==> config.mk <==
export PLATFORM = sky130hd
export DESIGN_NAME = held_key_tracking_table_top
export DESIGN_NICKNAME = d
export VERILOG_FILES = /design/src/design/hkt_pkg.sv /design/src/design/hkt_cell.sv /design/src/design/hkt_chain.sv /design/src/design/held_key_tracking_table_top.sv
export SDC_FILE = /design/constraint.sdc
export NUM_CORES = 1
export LEC_CHECK = 0
export ABC_AREA = 1
export BUFFER_PORTS_ARGS = -buffer_cell sky130_fd_sc_hd__buf_2
export CELL_PAD_IN_SITES_DETAIL_PLACEMENT = 0
export CELL_PAD_IN_SITES_GLOBAL_PLACEMENT = 1
export CORE_ASPECT_RATIO = 1.2
export CORE_UTILIZATION = 49
export DETAILED_ROUTE_END_ITERATION = 16
export PLACE_DENSITY = 0.91
export REMOVE_ABC_BUFFERS = 1
export SYNTH_ARGS = -nofsm -noshare
export SYNTH_HDL_FRONTEND = slang
export SYNTH_SLANG_ARGS = --single-unit
==> constraint.sdc <==
create_clock -name clk_i -period 5.5 [get_ports clk_i]
set_input_delay 1.1 -clock clk_i [delete_from_list [all_inputs] [get_ports clk_i]]
set_output_delay 1.1 -clock clk_i [all_outputs]
set_load 0.01 [all_outputs]
==> src/design/hkt_pkg.sv <==
// Shared types and constants for the held key tracking table.
// Used by hkt_cell, hkt_chain and held_key_tracking_table_top; no dependencies.
`timescale 1ns / 1ps

package hkt_pkg;

  // Default table depth
  localparam int MaxHeldDef = 8;

  // Stream payload widths, in bits
  localparam int InDataW  = 48;
  localparam int OutDataW = 64;

  // One held key
  typedef struct packed {
    logic [15:0] down;
    logic [15:0] code;
    logic [7:0]  col;
    logic [7:0]  row;
  } entry_t;

  // One result beat
  typedef struct packed {
    logic        hit;
    logic [15:0] up;
    logic [15:0] down;
    logic [15:0] code;
    logic [7:0]  col;
    logic [7:0]  row;
  } result_t;

  // Controls broadcast to every cell of the chain
  typedef struct packed {
    logic shift;
    logic load;
  } chain_ctl_t;

  // Sequencer states
  typedef enum logic [1:0] {
    ST_IDLE,
    ST_SCAN,
    ST_EMIT
  } state_e;

endpackage

==> src/design/hkt_cell.sv <==
// One slot of the held key chain: holds one entry, takes its upper neighbor on a shift
// or the broadcast entry when it is the addressed slot. Depends on hkt_pkg.
`timescale 1ns / 1ps

module hkt_cell #(
  parameter int IdxW  = 3,
  parameter int Index = 0
) (
  input  logic               clk_i,
  input  hkt_pkg::chain_ctl_t ctl_i,
  input  logic [IdxW-1:0]    idx_i,
  input  hkt_pkg::entry_t    load_i,
  input  hkt_pkg::entry_t    next_i,
  output hkt_pkg::entry_t    q_o
);

  localparam logic [IdxW-1:0] MyIdx = IdxW'(Index);

  hkt_pkg::entry_t entry_q;

  // Load wins over shift: the tail slot takes the recirculated head
  always_ff @(posedge clk_i) begin
    if (ctl_i.load && (idx_i == MyIdx)) begin
      entry_q <= load_i;
    end else if (ctl_i.shift) begin
      entry_q <= next_i;
    end
  end

  assign q_o = entry_q;

endmodule

==> src/design/hkt_chain.sv <==
// Row of hkt_cell slots; slot 0 holds the oldest held key and is the head of the chain.
// Depends on hkt_pkg and hkt_cell.
`timescale 1ns / 1ps

module hkt_chain #(
  parameter int MaxHeld = hkt_pkg::MaxHeldDef,
  parameter int IdxW    = (MaxHeld > 1) ? $clog2(MaxHeld) : 1
) (
  input  logic                clk_i,
  input  hkt_pkg::chain_ctl_t ctl_i,
  input  logic [IdxW-1:0]     idx_i,
  input  hkt_pkg::entry_t     load_i,
  output hkt_pkg::entry_t     head_o
);

  hkt_pkg::entry_t slot [MaxHeld];

  for (genvar g = 0; g < MaxHeld; g++) begin : g_cell
    hkt_pkg::entry_t next;

    // Each slot takes its upper neighbor; the top slot holds its own value
    if (g == MaxHeld - 1) begin : g_top
      assign next = slot[g];
    end else begin : g_mid
      assign next = slot[g+1];
    end

    hkt_cell #(
      .IdxW  (IdxW),
      .Index (g)
    ) u_cell (
      .clk_i  (clk_i),
      .ctl_i  (ctl_i),
      .idx_i  (idx_i),
      .load_i (load_i),
      .next_i (next),
      .q_o    (slot[g])
    );
  end

  assign head_o = slot[0];

endmodule

==> src/design/held_key_tracking_table_top.sv <==
// Held key tracking table: sequencer, result registers and the chain of key slots.
// Depends on hkt_pkg and hkt_chain.
//
// Usage:
//   Input stream s_axis: one key event per beat. tuser carries the pressed flag,
//   tdata the row, column, keycode and event time. Output stream m_axis: one result
//   per event. tuser carries the hit flag, tdata the entry and its time stamps.
//   A press appends to the tail slot in the accept cycle if a slot is free. A
//   release circulates the table through slot 0 once, one held entry per cycle,
//   comparing row and column; the first match is dropped from the circulation,
//   which closes the gap. A press, or a release on an empty table, goes straight
//   to the emit state; a release otherwise scans count entries first (count =
//   keys held, up to MAX_HELD). One event is in work at a time, so the next
//   event is taken only once the result has moved on to the output register.
//   The output register lets the next event be taken while a result waits.
//   Reset empties the table (count to zero) and clears the output valid.
//   When the receiver stalls, the finished result waits in the sequencer until the
//   output register frees; s_axis_tready stays low meanwhile.
`timescale 1ns / 1ps

module held_key_tracking_table_top #(
  parameter int MAX_HELD = hkt_pkg::MaxHeldDef
) (
  input  logic                         clk_i,
  input  logic                         rst_ni,
  input  logic                         s_axis_tvalid,
  output logic                         s_axis_tready,
  // [7:0] key_row, [15:8] key_col, [31:16] key_code, [47:32] event_time
  input  logic [hkt_pkg::InDataW-1:0]  s_axis_tdata,
  // [0] pressed
  input  logic                         s_axis_tuser,
  output logic                         m_axis_tvalid,
  input  logic                         m_axis_tready,
  // [7:0] out_row, [15:8] out_col, [31:16] out_keycode, [47:32] down_stamp,
  // [63:48] up_stamp
  output logic [hkt_pkg::OutDataW-1:0] m_axis_tdata,
  // [0] hit
  output logic                         m_axis_tuser
);

  localparam int CntW = $clog2(MAX_HELD + 1);
  localparam int IdxW = (MAX_HELD > 1) ? $clog2(MAX_HELD) : 1;
  localparam logic [CntW-1:0] CntMax = CntW'(MAX_HELD);
  localparam logic [CntW-1:0] CntOne = CntW'(1);
  localparam logic [CntW-1:0] CntTwo = CntW'(2);

  hkt_pkg::state_e     state_q, state_d;
  logic [CntW-1:0]     count_q, count_d;
  logic [CntW-1:0]     step_q, step_d;
  logic                dropped_q, dropped_d;
  logic [7:0]          key_row_q, key_row_d;
  logic [7:0]          key_col_q, key_col_d;
  logic [15:0]         up_q, up_d;
  hkt_pkg::result_t    res_q, res_d;
  logic                out_valid_q;
  hkt_pkg::result_t    out_res_q;

  hkt_pkg::entry_t     in_entry;
  hkt_pkg::entry_t     head;
  hkt_pkg::entry_t     load_entry;
  hkt_pkg::chain_ctl_t ctl;
  logic [IdxW-1:0]     load_idx;
  logic [CntW-1:0]     push_pos;
  logic                in_acc;
  logic                match;
  logic                last_step;
  logic                out_load;

  // Unpack the input beat
  assign in_entry.row  = s_axis_tdata[7:0];
  assign in_entry.col  = s_axis_tdata[15:8];
  assign in_entry.code = s_axis_tdata[31:16];
  assign in_entry.down = s_axis_tdata[47:32];

  assign s_axis_tready = (state_q == hkt_pkg::ST_IDLE);
  assign in_acc        = s_axis_tvalid && s_axis_tready;

  // Compare the head slot against the released key; only the first match counts
  assign match     = !dropped_q && (head.row == key_row_q) && (head.col == key_col_q);
  assign last_step = (step_q == (count_q - CntOne));
  assign push_pos  = dropped_q ? (count_q - CntTwo) : (count_q - CntOne);
  assign out_load  = (state_q == hkt_pkg::ST_EMIT) && (!out_valid_q || m_axis_tready);

  // Sequencer: next state and chain controls
  always_comb begin
    state_d    = state_q;
    count_d    = count_q;
    step_d     = step_q;
    dropped_d  = dropped_q;
    key_row_d  = key_row_q;
    key_col_d  = key_col_q;
    up_d       = up_q;
    res_d      = res_q;
    ctl        = '0;
    load_idx   = count_q[IdxW-1:0];
    load_entry = in_entry;

    unique case (state_q)
      hkt_pkg::ST_IDLE: begin
        if (in_acc) begin
          res_d   = '0;
          state_d = hkt_pkg::ST_EMIT;
          if (s_axis_tuser) begin
            // Press: append at the tail if a slot is free
            if (count_q < CntMax) begin
              ctl.load   = 1'b1;
              count_d    = count_q + CntOne;
              res_d.hit  = 1'b1;
              res_d.row  = in_entry.row;
              res_d.col  = in_entry.col;
              res_d.code = in_entry.code;
              res_d.down = in_entry.down;
            end
          end else begin
            // Release: circulate the table once unless it is empty
            key_row_d = in_entry.row;
            key_col_d = in_entry.col;
            up_d      = in_entry.down;
            step_d    = '0;
            dropped_d = 1'b0;
            if (count_q != '0) begin
              state_d = hkt_pkg::ST_SCAN;
            end
          end
        end
      end
      hkt_pkg::ST_SCAN: begin
        // Pop the head, push it back at the tail unless it is the match
        ctl.shift  = 1'b1;
        ctl.load   = !match;
        load_idx   = push_pos[IdxW-1:0];
        load_entry = head;
        step_d     = step_q + CntOne;
        if (match) begin
          dropped_d  = 1'b1;
          res_d.hit  = 1'b1;
          res_d.row  = head.row;
          res_d.col  = head.col;
          res_d.code = head.code;
          res_d.down = head.down;
          res_d.up   = up_q;
        end
        if (last_step) begin
          state_d = hkt_pkg::ST_EMIT;
          if (match || dropped_q) begin
            count_d = count_q - CntOne;
          end
        end
      end
      hkt_pkg::ST_EMIT: begin
        if (out_load) begin
          state_d = hkt_pkg::ST_IDLE;
        end
      end
      default: begin
        state_d = hkt_pkg::ST_IDLE;
      end
    endcase
  end

  // Control registers
  always_ff @(posedge clk_i or negedge rst_ni) begin
    if (!rst_ni) begin
      state_q     <= hkt_pkg::ST_IDLE;
      count_q     <= '0;
      out_valid_q <= 1'b0;
    end else begin
      state_q <= state_d;
      count_q <= count_d;
      if (out_load) begin
        out_valid_q <= 1'b1;
      end else if (m_axis_tready) begin
        out_valid_q <= 1'b0;
      end
    end
  end

  // Payload registers
  always_ff @(posedge clk_i) begin
    step_q    <= step_d;
    dropped_q <= dropped_d;
    key_row_q <= key_row_d;
    key_col_q <= key_col_d;
    up_q      <= up_d;
    res_q     <= res_d;
    if (out_load) begin
      out_res_q <= res_q;
    end
  end

  hkt_chain #(
    .MaxHeld (MAX_HELD),
    .IdxW    (IdxW)
  ) u_chain (
    .clk_i  (clk_i),
    .ctl_i  (ctl),
    .idx_i  (load_idx),
    .load_i (load_entry),
    .head_o (head)
  );

  // Pack the output beat
  assign m_axis_tvalid = out_valid_q;
  assign m_axis_tuser  = out_res_q.hit;
  assign m_axis_tdata  = {out_res_q.up, out_res_q.down, out_res_q.code,
                          out_res_q.col, out_res_q.row};

  // The table never holds more keys than it has slots
  a_count_bound: assert property (@(posedge clk_i) disable iff (!rst_ni)
    count_q <= CntMax)
    else $error("held count exceeds table depth");

  // The circulation never runs past the held entries
  a_scan_bound: assert property (@(posedge clk_i) disable iff (!rst_ni)
    (state_q == hkt_pkg::ST_SCAN) |-> (step_q < count_q))
    else $error("scan step beyond held count");

  // A press on a full table leaves the count unchanged
  a_full_press: assert property (@(posedge clk_i) disable iff (!rst_ni)
    (in_acc && s_axis_tuser && (count_q == CntMax)) |=> (count_q == CntMax))
    else $error("press on full table changed the count");

  // A release can only shrink the table by one
  a_release_drop: assert property (@(posedge clk_i) disable iff (!rst_ni)
    ((state_q == hkt_pkg::ST_SCAN) && last_step) |=>
      ((count_q == $past(count_q)) || (count_q == $past(count_q) - CntOne)))
    else $error("release changed the count by more than one");

endmodule
* After elaboration in Yosys (flattened, before gate mapping)
Index checks and enable logic that the tools add are counted.
Widths: inputs -> output; s select.
** Storage, ports and cells
- Register bits :: 558
- Logic and storage cells :: 161
** Cells by class
- $add $sub $neg :: 4
- Magnitude comparators :: 1
- Equality and inequality tests :: 20
- Multiplexer cells :: 48
- Bitwise logic cells :: 1
- Reduce and logical (&&, ||, !) cells :: 35
** Operators by type and width (count)
- $mux 48 :: 17
- $mux 65 :: 2
- $pmux 65 s2 :: 1
- $mux 4 :: 7
- $reduce_bool 2->1 :: 9
- $eq 8x8->1 :: 2
- $pmux 4 s2 :: 2
- $eq 3x3->1 const B :: 4
- $logic_and 1x1->1 :: 12
- $reduce_and 3->1 :: 4
- $mux 2 :: 5
- $ne 2x2->1 const B :: 5
- $mux 1 :: 9
- $add 4x1->4 const B :: 2
- $eq 3x2->1 const B :: 2
- $mux 3 :: 2
- $ne 2x1->1 const B :: 3
- $pmux 2 s3 :: 1
- $reduce_and 6->1 :: 1
- $eq 4x4->1 :: 1
- $lt 4x4->1 const B :: 1
- $pmux 1 s2 :: 2
- $reduce_and 4->1 :: 1
- $reduce_bool 4->1 :: 1
- 10 further kinds :: 13

* Longest topological paths before layout
- Depth after elaboration :: 7
- Depth in mapped cells :: 15
- Depth with buffers taken out :: 13

* Hierarchy
From an unflattened synthesis, not the netlist that was laid out.
** Second synthesis, totals
- Cell total of the unflattened synthesis :: 2302
- Area total of the unflattened synthesis :: 24638.6 µm²
** Modules (own cells, without submodules)
- held_key_tracking_table_top :: times used 1, cells each 597, area an instance 7287.0 µm², seq. area each 5190.0 µm²
- hkt_cell (u_chain.g_cell[3].u_cell ...) :: times used 3, cells each 214, area an instance 2169.6 µm², seq. area each 1441.4 µm²
- hkt_cell (u_chain.g_cell[1].u_cell ...) :: times used 3, cells each 213, area an instance 2164.6 µm², seq. area each 1441.4 µm²
- hkt_cell (u_chain.g_cell[7].u_cell) :: times used 1, cells each 211, area an instance 2175.8 µm², seq. area each 1441.4 µm²
- hkt_cell (u_chain.g_cell[0].u_cell) :: times used 1, cells each 213, area an instance 2173.3 µm², seq. area each 1441.4 µm²

* Least setup slack after synthesis
Ideal clock, no wire load.
- Path kind :: input -> register
- From :: input port s_axis_tuser
- To :: register u_chain.g_cell[7].u_cell.entry_q, in the netlist u_chain.g_cell[7].u_cell.q_o[0], enable pin
- Library setup time :: 454 ps
- Arrival :: 3965 ps
- Data required time :: 5046 ps
- Path slack :: 1082 ps
- Cell stages on the path :: 9
- Cell sequence :: inv_1 -> nor2_1 -> nand2_1 -> nand2_1 -> buf_4 -> buf_2 -> buf_2 -> nand2_1 -> nor2_1
** On the way
- Cells in the longest elaborated chain, start to end :: 4
** RTL lines
- start, declared :: line held_key_tracking_table_top.sv:31 : input logic s_axis_tuser,
- $mux 1 :: line held_key_tracking_table_top.sv:103 : if (s_axis_tuser) begin
- $mux 1 :: line held_key_tracking_table_top.sv:100 : if (in_acc) begin
- $pmux 1 s2 :: line held_key_tracking_table_top.sv:98 : unique case (state_q)
- $logic_and 1x1->1 :: line hkt_cell.sv:23 : if (ctl_i.load && (idx_i == MyIdx)) begin
- end signal, assigned :: line hkt_cell.sv:24 : entry_q <= load_i;
- end signal, assigned :: line hkt_cell.sv:26 : entry_q <= next_i;
- end, declared :: line hkt_cell.sv:19 : hkt_pkg::entry_t entry_q;
No other way between the ends.
A chain may end at the register's enable or synchronous reset.

* Final worst setup path
- From :: register state_q[1]
- To :: register u_chain.g_cell[4].u_cell.entry_q, in the netlist u_chain.g_cell[4].u_cell.q_o[47], enable pin
** On the way
- Cells in the longest elaborated chain, start to end :: 6
** RTL lines
- start, declared :: line held_key_tracking_table_top.sv:47 : hkt_pkg::state_e state_q, state_d;
- start signal, assigned :: line held_key_tracking_table_top.sv:164 : state_q <= hkt_pkg::ST_IDLE;
- start signal, assigned :: line held_key_tracking_table_top.sv:168 : state_q <= state_d;
- $logic_not 2->1 :: line held_key_tracking_table_top.sv:75, held_key_tracking_table_top.sv:98
- $logic_and 1x1->1 :: line held_key_tracking_table_top.sv:76 : assign in_acc = s_axis_tvalid && s_axis_tready;
- $mux 1 :: line held_key_tracking_table_top.sv:100
- $pmux 1 s2 :: line held_key_tracking_table_top.sv:98
- $logic_and 1x1->1 :: line hkt_cell.sv:23
- $reduce_bool 2->1 (no line) (*)
- end signal, assigned :: line hkt_cell.sv:24
- end signal, assigned :: line hkt_cell.sv:26
- end, declared :: line hkt_cell.sv:19
Mark *: on every way between the ends. The rest lies on a longest branch, timed or not.

==> results by group <==
STA
  • Final Cycle Share: 0.655
  • Smallest hold slack: 0.338 ns
  • Max-Slew Margin vs Limit: 0.335
  • Total negative slack: 0 ns
  • Clock tree skew after final layout: 0.0228 ns
  • Highest achievable clock rate: between 0.2 and 0.3 GHz
  • Slew of the pin with the lowest slew margin: ~1 ns
  • Max Transition Viols Final: 0
  • RSZ-0062 raised after global routing: no
  • Final setup slack of the worst path: 1.90 ns
  • Time the worst path needs with I/O delays and setup: 3.60 ns
  • Number of hold-slack violations in the final timing report: 0
  • Setup violations, final: 0

Global routing
  • Total grt overflow: 0
  • Number of antenna violations at the first check in global routing: 1
  • Fraction of met3 tracks used by global routing: 0.0314
  • Via count of the first global-routing pass: 15,800
  • Busiest layer in global routing: met2
  • Largest net degree at the start of global routing: 126
  • Met2 capacity usage during global routing: 0.373
  • Wire length of the first global-routing pass: 85.1 mm
  • GR Util met1: 0.291
  • All-layer global routing usage: 0.219

Yosys
  • Cell area after synthesis: 0.0237 sq mm
  • Number of distinct standard cells referenced by the synthesized netlist: 29
  • Multiplexer area fraction after synthesis: 0
  • Share of synthesized cell area in full adder, half adder and majority cells: 0.00317
  • Basic-gate share of the synthesized area counting and, or, nand and nor cells: 0.217
  • Largest family of logic cells by synthesized area: simple AND/OR/NAND/NOR gates
  • Compound-gate portion of the synthesized area: 0.0248
  • Synthesis Warnings: 0
  • Xor/xnor cell area share of the yosys netlist: 0.00401
  • Mapped Cells: ~2,200
  • Syn Area/Cell: 11.0 sq um
  • Total of flip-flops plus latches after synthesis: 558
  • Sequential cell area fraction in the yosys report: 0.706

Floorplanning
  • Area of the die: 0.0493 sq mm
  • Die extent in y: 243 um
  • Initial standard-cell utilization of the core: 0.500
  • Die boundary width: 203 um
  • Placeable core region: 0.0474 sq mm
  • Number of core rows: a little under 90
  • I/O pins: 120

Layout
  • Total area of multi-input combinational cells: approximately 0.0060 sq mm
  • Commonest non-fill, non-tap cells in the layout: sky130_fd_sc_hd__nand2_1, sky130_fd_sc_hd__edfxtp_1, sky130_fd_sc_hd__nand3_1, sky130_fd_sc_hd__buf_2, sky130_fd_sc_hd__inv_1
  • Post-layout net count: 2,288
  • Fillers: 3,877
  • Post-synthesis to final-layout area growth: 11.9%
  • Final standard cell area without fillers: 0.0265 sq mm
  • Fraction of layout cells with a size suffix above 1: 0.116
  • Most common library cell in the layout ignoring fill and taps: sky130_fd_sc_hd__nand2_1
  • Sequential cell area: 0.0167 sq mm

Pwr
  • Max VDD drop: about 0.47 mV
  • Switching power as a share of total power: 0.359
  • Cell Int Power: slightly below 10 mW
  • Proportion of power drawn by flip-flops and latches: 0.465
  • Power per unit of standard cell area: 579 mW/mm^2
  • Clock share of power: 0.237
  • Switching Power: 5.51 mW
  • LEAKAGE: 10.8 nW
  • Combinational share of power: 0.298

Setup path
  • Worst R2R Path Depth: 9
  • Largest fanout on the critical path: 53
  • Startpoint type of the worst setup path: register
  • Arrival time of the worst setup path: 3.82 ns
  • Endpoint type of the worst setup path: register
  • Required time of the worst setup path: 5.71 ns
  • Worst R2R End: u_chain.g_cell[4].u_cell.q_o[47]
  • Origin of the critical flop-to-flop path: state_q[1]
  • FF-to-FF setup slack: 1.90 ns
  • Crit Path Class: reg2reg

Worst hold path
  • Tightest Hold Check Type: in2async

Clock network
  • Num CTS Buffers: 53
  • Level count of the clock H-tree: 2
  • TritonCTS clock tree: yes
  • Total number of clock tree sinks: 558
  • Number of resized instances in the post-cts repair step: 0
  • Number of setup buffers added after CTS: 0
  • Library cell used as clock root buffer: sky130_fd_sc_hd__clkbuf_16
  • Insertion delay of the later-clocked pin in the worst-skew pair: 0.59 ns
  • Maximum clock insertion buffer count: 3
  • Hold buffers post-CTS: 0
  • Clock edge transition at the registers on the reported setup and hold paths: 0.06 ns

Routing
  • Remaining antenna violation count after routing: 0
  • Count of routing violations after the opening detailed-route iteration: approximately 1,500
  • DR vias/cell: 5.49
  • Avg WL per Cell: 18.5 um
  • DRC violation count after routing: 0
  • Wire length after detailed routing: about 54 mm
  • Router iterations before antenna repair: 6
  • Number of vias in the routed layout: about 16,000

Placed design
  • Weighted congestion reported at the end of routability-driven placement: approximately 0.78
  • Setup slack after placement: 1.60 ns
  • IO buf count: 119
  • Final HPWL from detailed placement: 30.9 mm
  • Placed instance area: ~0.025 sq mm

Status
  • Run status: completed

Job
  • Maximum capacitance violations: 0
[routing by layer]
metal  routed length (um)  vias to the layer above
met3                 3880                      103
met4                 1200                        0
li1                     -                     7507
met5                    0                        -
met2                26600                      624
met1                21900                     7668
[registers in the layout, summed over array words and instances (netlist names)]
signal	count
dropped_q	1
u_chain.g_cell.u_cell.q_o	384
m_axis_tdata	64
up_q	16
step_q	4
res_q	65
m_axis_tvalid	1
m_axis_tuser	1
count_q	4
key_row_q	8
state_q	2
key_col_q	8
[power groups by stage]
| stage | Combinational [mW] | Clock [mW] | Sequential [mW] |
|---|---|---|---|
| 2_1_floorplan | 2.79 | 0 | 7.22 |
| 3_3_place_gp | 4.40 | 0 | 7.17 |
| 3_5_place_dp | 4.56 | 0 | 7.21 |
| 4_1_cts | 4.59 | 3.69 | 7.14 |
| 5_1_grt | 5.07 | 3.85 | 7.25 |
| 6_report | 4.58 | 3.64 | 7.14 |
[critical path: stages (launching register included)]
cell                       delay, ns
sky130_fd_sc_hd__dfrtp_1        0.45
sky130_fd_sc_hd__nor2_8         0.61
sky130_fd_sc_hd__o211ai_1       0.18
sky130_fd_sc_hd__o21ai_1        0.22
sky130_fd_sc_hd__nand2_1        0.21
sky130_fd_sc_hd__nor2_4         0.17
sky130_fd_sc_hd__nand2_2        0.06
sky130_fd_sc_hd__buf_4          0.34
sky130_fd_sc_hd__nand2_2        0.38
sky130_fd_sc_hd__buf_4          0.54
[per-stage QoR]
| stage | util | instances | power (mW) |
|---|---|---|---|
| 2_1_floorplan | - | 2021 | 10.0 |
| 3_3_place_gp | 0.524 | 2797 | 11.6 |
| 3_5_place_dp | 0.524 | 2797 | 11.8 |
| 4_1_cts | 0.560 | 2896 | 15.4 |
| 5_1_grt | 0.560 | 2896 | 16.2 |
| 6_report | 0.560 | 2897 | 15.4 |
[synthesized netlist by cell type]
cell type | instances | area, sq um
sky130_fd_sc_hd__nor2_2 | 7 | 43.8
sky130_fd_sc_hd__nor2_8 | 1 | 20.0
sky130_fd_sc_hd__buf_2 | 57 | 285
sky130_fd_sc_hd__a21oi_1 | 9 | 45.0
sky130_fd_sc_hd__or2_2 | 1 | 6.26
sky130_fd_sc_hd__nand2_2 | 2 | 12.5
sky130_fd_sc_hd__o21ai_0 | 7 | 35.0
sky130_fd_sc_hd__nand3_1 | 357 | 1790
sky130_fd_sc_hd__buf_6 | 2 | 22.5
sky130_fd_sc_hd__buf_1 | 9 | 33.8
sky130_fd_sc_hd__o31ai_1 | 38 | 285
sky130_fd_sc_hd__or2_0 | 1 | 6.26
sky130_fd_sc_hd__o21ai_2 | 1 | 8.76
sky130_fd_sc_hd__o21ai_1 | 41 | 205
sky130_fd_sc_hd__xor2_1 | 2 | 17.5
sky130_fd_sc_hd__buf_4 | 22 | 165
sky130_fd_sc_hd__inv_1 | 99 | 372
sky130_fd_sc_hd__inv_2 | 5 | 18.8
sky130_fd_sc_hd__dfrtp_1 | 7 | 175
sky130_fd_sc_hd__o211ai_1 | 1 | 7.51
sky130_fd_sc_hd__clkbuf_1 | 40 | 150
sky130_fd_sc_hd__edfxtp_1 | 551 | 16500
sky130_fd_sc_hd__nand2_1 | 801 | 3010
sky130_fd_sc_hd__nor2_1 | 64 | 240
sky130_fd_sc_hd__ha_1 | 6 | 75.1
sky130_fd_sc_hd__nand4_1 | 2 | 12.5
sky130_fd_sc_hd__xnor2_1 | 7 | 61.3
sky130_fd_sc_hd__xor2_2 | 1 | 16.3
sky130_fd_sc_hd__clkinv_1 | 10 | 37.5
[cell type report]
cell class	instances	area share
inverters	114	0.0161
clock inverters	31	0.0115
multi-input cells	1349	0.226
well taps	623	0.0294
flip-flops and latches	558	0.631
diodes	1	0.0000944
repair buffers	153	0.0330
clock buffers	68	0.0529
[cells by family (layout without fill, tap and decap cells)]
family,Yosys count,count (layout)
AO/OA/AOI/OAI,97,97
XOR/XNOR,10,10
adder cells (fa/ha/maj),6,6
buffers and inverters,244,366
flip-flops,558,558
other,0,1
AND/OR/NAND/NOR,1236,1236
[worst max path at each step]
| stage | from | slack (ns) | cells after the start | to |
|---|---|---|---|---|
| finish | state_q[1] | 1.90 | 9 | u_chain.g_cell[4].u_cell.q_o[47] |
| global route | state_q[0] | 1.59 | 11 | u_chain.g_cell[3].u_cell.q_o[40] |
| CTS | state_q[1] | 1.89 | 10 | u_chain.g_cell[3].u_cell.q_o[40] |
| detailed placement | s_axis_tuser | 1.60 | 9 | u_chain.g_cell[3].u_cell.q_o[8] |
| global placement | s_axis_tuser | 1.68 | 9 | u_chain.g_cell[3].u_cell.q_o[38] |
| floorplan | state_q[1] | -6.11 | 5 | u_chain.g_cell[1].u_cell.q_o[0] |
(Power assumes the default switching activity.)
